### src/buddy_block_allocator_top_defines.svh
// Assertion macros for the buddy block allocator.
// Used by buddy_block_allocator_top; no other dependencies.
`ifndef BUDDY_BLOCK_ALLOCATOR_TOP_DEFINES_SVH
`define BUDDY_BLOCK_ALLOCATOR_TOP_DEFINES_SVH
`ifndef NO_ASSERTIONS
`define BBA_ASSERT_SAME(lbl, clk, rst_n, a, c) \
    lbl: assert property (@(posedge clk) disable iff (!rst_n) (a) |-> (c)) \
        else $error("assertion failed");
`define BBA_ASSERT_NEXT(lbl, clk, rst_n, a, c) \
    lbl: assert property (@(posedge clk) disable iff (!rst_n) (a) |=> (c)) \
        else $error("assertion failed");
`else
`define BBA_ASSERT_SAME(lbl, clk, rst_n, a, c)
`define BBA_ASSERT_NEXT(lbl, clk, rst_n, a, c)
`endif
`endif

### src/bba_ram.sv
// Generic single-write, single-read RAM with registered read data.
// No dependencies.
module bba_ram #(
    parameter int WIDTH = 8,
    parameter int DEPTH = 16
) (
    input  logic                     i_clk,
    input  logic                     i_we,
    input  logic [$clog2(DEPTH)-1:0] i_waddr,
    input  logic [WIDTH-1:0]         i_wdata,
    input  logic [$clog2(DEPTH)-1:0] i_raddr,
    output logic [WIDTH-1:0]         o_rdata
);

    logic [WIDTH-1:0] r_mem [DEPTH];
    logic [WIDTH-1:0] r_rdata;

    always_ff @(posedge i_clk) begin
        if (i_we) begin
            r_mem[i_waddr] <= i_wdata;
        end
        r_rdata <= r_mem[i_raddr];
    end

    assign o_rdata = r_rdata;

endmodule

### config.mk
export PLATFORM = sky130hd
export DESIGN_NAME = bba_ram
export DESIGN_NICKNAME = d
export VERILOG_FILES = /design/src/buddy_block_allocator_top_defines.svh /design/src/bba_ram.sv
export SDC_FILE = /design/constraint.sdc
export NUM_CORES = 1
export LEC_CHECK = 0
export ABC_CLOCK_PERIOD_IN_PS = 1800
export CORE_MARGIN = 4
export CORE_UTILIZATION = 55
export DETAILED_ROUTE_END_ITERATION = 6
export DONT_BUFFER_PORTS = 1
export GPL_TIMING_DRIVEN = 0
export PLACE_DENSITY = 0.7
export SKIP_LAST_GASP = 1
export SLEW_MARGIN = 20
export SYNTH_ARGS = -nofsm -noshare
export SYNTH_HDL_FRONTEND = slang
export SYNTH_SLANG_ARGS = --single-unit
export TNS_END_PERCENT = 50
### constraint.sdc
create_clock -name i_clk -period 1.8 [get_ports i_clk]
set_input_delay 0.09 -clock i_clk [delete_from_list [all_inputs] [get_ports i_clk]]
set_output_delay 0.09 -clock i_clk [all_outputs]
set_load 0.01 [all_outputs]
==> metrics.txt, run 1 <==
status finished, final reports clean; startpoint types flip-flop; #FFs+latches synth 136; first-pass GRT wire length 15200 um; Setup Skew 0.00595 ns; worst hold start i_raddr[2]; Max H-tree Level 4; most common cell after layout, fill and taps aside edfxtp_1; Post-Syn Area 5150 um^2; DR vias/cell 6.08; io pins 26; Initial DRC Count 138; crit share post-route 78.9%; Die Span X 105 um; # fillers 598; Critical Path End o_rdata[7]; Antenna Nets Post-Route 0; worst r2r path cells 3; area of the core 9200 um^2; DR WL/cell 25.8 um; Synth Area in Adders 0%; Critical Path RT 2.17 ns; drt total wl 9890 um; fraction of the mapped netlist area in simple logic gates 3.18%; Final GP Congestion 0.721; pwr dens 1260 nW/um^2; r2r startpoint r_mem[14][7]; Max-Cap Viols 0; crit path buf inv count 0; final non-filler cell total 384; Worst path slowest cell mux4_2; Synth cell types 19; post-synthesis sequential area ratio 77.8%; Lkg Pwr 2.01 nW; fin nets 279; number of global-route vias before repair 2464; total global routing track utilization 19.9%; DRT Pass-1 Iters 4; synth warn 0; Sink Count 136; root buf cell clkbuf_8; area delta synth->final 18.1%; CP delay by family, top multiplexers; critical path arrival 1.79 ns; worst reg-to-reg setup slack 0.38 ns; CTS Buf Count 17; Worst Path Class, Setup flip-flop to flip-flop; post-layout min period 1.42 ns; syn_area_per_cell 22.5 um^2; Synth Area in Compound Gates 2.33%; Max Buffers Root-to-Sink 2; worst hold-check path type input port to flip-flop; largest family of logic cells by synthesized area multiplexers; cts repair resizes 0; clock latency on the worst-skew pair 0.50 ns; number of I/O port buffers 0; Syn Inst Count 229; row cnt 35; Antenna diodes 0; largest net degree at the start of global routing 17; Starting Density 56.0%; Layout Utilization 66.1%; Setup Fix Bufs, Post-CTS 0; CP Capture Type flip-flop; max frequency 0.704 GHz; dpl cells 340; final hold vios 0; Post-Syn Nets 247; peak supply drop 0.649 mV; CTS tree yes; vias 2335; max-slew violations 0; clock slew at reported path FFs 0.06 ns; Crit path depth 3; CP max stage delay 0.51 ns; Final HPWL DP 5830 um; die area 11000 um^2; worst slew pin tran 0.805 ns; drt drc 0; final hold slack 0.0397 ns; commonest cells after routing, fill and taps aside edfxtp_1, mux4_2, a22oi_1, clkbuf_16, mux4_1; GRT Residual Overflow 0; Crit Path Max Fanout 1; critical path launch point r_mem[14][7]; Final setup viols 0; initial antenna violation count 0; Die Span Y 105 um; mux share of post-synthesis cell area 15.0%; share of cells above drive strength 1 23.1%; crit-path cells mux4_2 > a22oi_1 > nand2_1; r2r endpoint o_rdata[7]; Rel. slew slack 46.1%; XOR/XNOR Fraction of Synth Area 0%; RSZ-0062 raised after global routing false
[worst min path at each step]
stage / to / slack [ns] / cells after the start
finish: o_rdata[5] / 0.04 / 3
floorplan: r_mem[0][0] / 0.19 / 0
detailed placement: r_mem[0][1] / 0.19 / 0
global route: o_rdata[5] / 0.04 / 3
CTS: o_rdata[5] / 0.02 / 3
global placement: r_mem[3][1] / 0.19 / 0
[cells by family (layout without fill, tap and decap cells)]
kind of cell / after synthesis / after routing
AO/OA/AOI/OAI: 16 / 16
buffers and inverters: 10 / 54
flip-flops: 136 / 136
multiplexers: 32 / 32
AND/OR/NAND/NOR: 35 / 35
[flip-flops by register name, summed over array words and instances, names as in the netlist]
register and flops:
o_rdata 8, r_mem 128
[cells in the mapped netlist (all sizes together)]
library cell	instances	area share [%]
mux4	32	15
dfxtp	8	3.1
nand2	9	0.66
nor2	13	0.95
and2b	1	0.15
a22oi	16	2.3
and2	1	0.12
buf	7	1.1
nand2b	2	0.24
clkdlybuf4s25	3	0.58
nand3	1	0.097
edfxtp	128	75
nor3	4	0.39
nand3b	2	0.29
nor2b	1	0.12
or3b	1	0.17
[timing repair]
action | in CTS | in global routing
hold endpoints to repair | 163 | 0
hold buffers | 13 | 0
setup endpoints to repair | 0 | 0
[final cells by class]
cell class	instances	area, um^2	area share (%)
buffer	10	86.3	1.42
clock buffer	18	418	6.87
clock inverter	13	226	3.72
multi-input combinational	83	1080	17.7
sequential	136	4000	65.8
tap	111	139	2.28
timing repair buffer	13	130	2.14
[metrics by stage]
stage	setup TNS, ns	total power [mW]	area [um^2]	worst slack [ns]
6_report	0	7.63	6080	0.380
5_1_grt	0	7.87	6080	0.272
4_1_cts	0	7.69	6080	0.256
3_5_place_dp	0	3.88	5300	0.131
3_3_place_gp	-1.82	3.87	5290	-0.228
2_1_floorplan	0	3.81	5150	0.217
[where the power goes]
group          total, mW  internal [mW]  switching [mW]
sequential          3.57           3.54          0.0300
clock               3.75           2.52            1.23
combinational      0.313          0.134           0.179
total               7.63           6.19            1.44
[worst register-to-register path: stages, from the launching register on]
cell and delay [ns]:
edfxtp_1 0.36, mux4_2 0.51, a22oi_1 0.32, nand2_1 0.10
[routing by layer]
layer | wire length [um] | track usage, % | part of all wire, % | vias to the layer above
met4 | 58 | 6.19 | 0.59 | 0
met3 | 631 | 5.68 | 6.4 | 7
met2 | 4940 | 30.4 | 50 | 74
li1 | - | - | - | 1045
met1 | 4270 | 28.0 | 43 | 1209
met5 | 0 | 0 | 0 | -
Note: power is estimated with default switching activity, not from simulation.
==> inputs of run 2 (changes only) <==
ABC_CLOCK_PERIOD_IN_PS = 1200   (was 1800)
PLACE_DENSITY = 0.73   (was 0.7)
clock period = 1.2 ns   (was 1.8 ns; I/O delays follow)
==> metrics.txt, run 2 (synthesis results as in run 1) <==
status finished, violations left; failing checks setup timing; Die Span Y 105 um (unchanged); Max-Cap Viols 0 (unchanged); critical path arrival 1.70 ns (-0.09 ns); area delta synth->final 16.5%; post-layout min period 1.30 ns (-0.116 ns); clock slew at reported path FFs 0.06 ns (about the same); startpoint types flip-flop; worst r2r path cells 3 (unchanged); Metal-1 WL 4130 um (-3.3%); Final WS setup -0.104 ns (-0.484 ns); most common cell after layout, fill and taps aside edfxtp_1; Final GP Congestion 0.723 (+0.22%); commonest cells after routing, fill and taps aside edfxtp_1, mux4_2, clkbuf_16; Worst Path Class, Setup flip-flop to flip-flop; share of cells above drive strength 1 30.5% (+7.4 points); Antenna diodes 0 (unchanged); CTS Buf Count 17 (unchanged); number of I/O port buffers 0 (unchanged); pwr dens 1820 nW/um^2 (+45%); Critical Path RT 1.60 ns (-0.57 ns); die area 11000 um^2 (unchanged); io pins 26 (unchanged); Die Span X 105 um (unchanged); worst hold-check path type input port to flip-flop; fin nets 277 (-0.72%); Lkg Pwr 1.93 nW (-3.9%); worst hold start i_raddr[3]; drt total wl 10000 um (+1.5%); routed wl met2 4840 um (-2.0%); CP Capture Type flip-flop; Sink Count 136 (unchanged); area of the multi-input gates 1070 um^2 (-0.46%); row cnt 35 (unchanged); root buf cell clkbuf_8; Starting Density 56.0% (unchanged); Crit Path Max Fanout 1 (unchanged); CTS tree yes; Final HPWL DP 5750 um (-1.4%); Max Buffers Root-to-Sink 2 (unchanged); r2r startpoint r_mem[3][6]; crit share post-route 109% (+30 points); Initial DRC Count 218 (+58%); GRT Residual Overflow 0 (unchanged); peak supply drop 0.995 mV (+53%); Final setup viols 36 (+36); Largest register FFs 128 (unchanged); max-slew violations 0 (unchanged); number of global-route vias before repair 2428 (-1.5%); drt drc 0 (unchanged); initial antenna violation count 0 (unchanged); Rel. slew slack 45.6% (-0.53 points); largest net degree at the start of global routing 17 (unchanged); first-pass GRT wire length 15500 um (+1.6%); Antenna Nets Post-Route 0 (unchanged); DR top layer met4; # fillers 602 (+0.67%); max frequency 0.767 GHz (+8.9%); clock latency on the worst-skew pair 0.52 ns (+0.02 ns); Setup Skew 0.00795 ns (+0.00200 ns); critical path launch point r_mem[3][6]; area of the core 9200 um^2 (unchanged); DR WL/cell 26.2 um (+1.7%); Routed met3 length 908 um (+44%); Setup Fix Bufs, Post-CTS 0 (unchanged); worst slew pin tran 0.813 ns (+0.00788 ns); total global routing track utilization 19.9% (+0.092 points); Layout Utilization 65.2% (-0.90 points); DRT Pass-1 Iters 5 (+1); final non-filler cell total 383 (-0.26%); DR vias/cell 6.23 (+2.4%); RSZ-0062 raised after global routing true; dpl cells 340 (unchanged); Largest Register r_mem; hold path depth 3 (unchanged); final hold vios 0 (unchanged); vias 2385 (+2.1%); Max H-tree Level 4 (unchanged); Reg area 4000 um^2 (unchanged)
-- run 2: where the power goes --
part | switching [mW] | internal, mW
Sequential | 0.0486 | 5.32
Combinational | 0.280 | 0.210
Clock | 1.85 | 3.21
Total | 2.18 | 8.73
-- run 2: path summary, 6_finish.rpt --
path                     end  slack, ns
setup / recovery  o_rdata[6]      -0.10
hold / removal    o_rdata[2]      0.008
setup reg to reg  o_rdata[6]      -0.10
hold reg to reg   o_rdata[2]       0.69
-- run 2: worst max-delay path, stage by stage (launching register included) --
cell and delay, ns:
edfxtp_1 0.38, mux4_2 0.49, a22oi_2 0.22, nand2_1 0.10
-- run 2: repair_timing --
| action | 4_1_cts | 5_1_grt |
|---|---|---|
| endpoints found under the hold margin | 162 | 0 |
| pin swaps | 7 | 2 |
| endpoints found under the setup margin | 8 | 40 |
| gates resized for setup | 15 | 5 |
| hold buffers | 11 | 0 |
-- run 2: layer usage --
metal | vias up | global-route usage (%)
met3 | 17 | 5.37
met2 | 114 | 29.1
met5 | - | 0
met1 | 1229 | 29.5
met4 | 0 | 7.03
li1 | 1025 | -
-- run 2: area by class of cell --
cell class / count / area share, %
flip-flops and latches: 136 / 66.8
multi-input cells: 83 / 17.9
clock buffers: 20 / 7.26
clock inverters: 12 / 2.52
well taps: 111 / 2.32
repair buffers: 11 / 1.84
plain buffers: 10 / 1.44
-- run 2: per-stage QoR --
step | power, mW | instance area [um^2] | setup TNS (ns) | hold WS [ns] | setup slack, ns
2_1_floorplan | 5.72 | 5150 | -4.75 | 0.159 | -0.126
3_3_place_gp | 5.81 | 5290 | -30.39 | 0.160 | -0.506
3_5_place_dp | 5.82 | 5310 | -25.25 | 0.160 | -0.408
4_1_cts | 10.9 | 6020 | -1.62 | 0.00206 | -0.102
5_1_grt | 11.2 | 6000 | -3.38 | 0.0351 | -0.128
6_report | 10.9 | 6000 | -1.43 | 0.00753 | -0.104
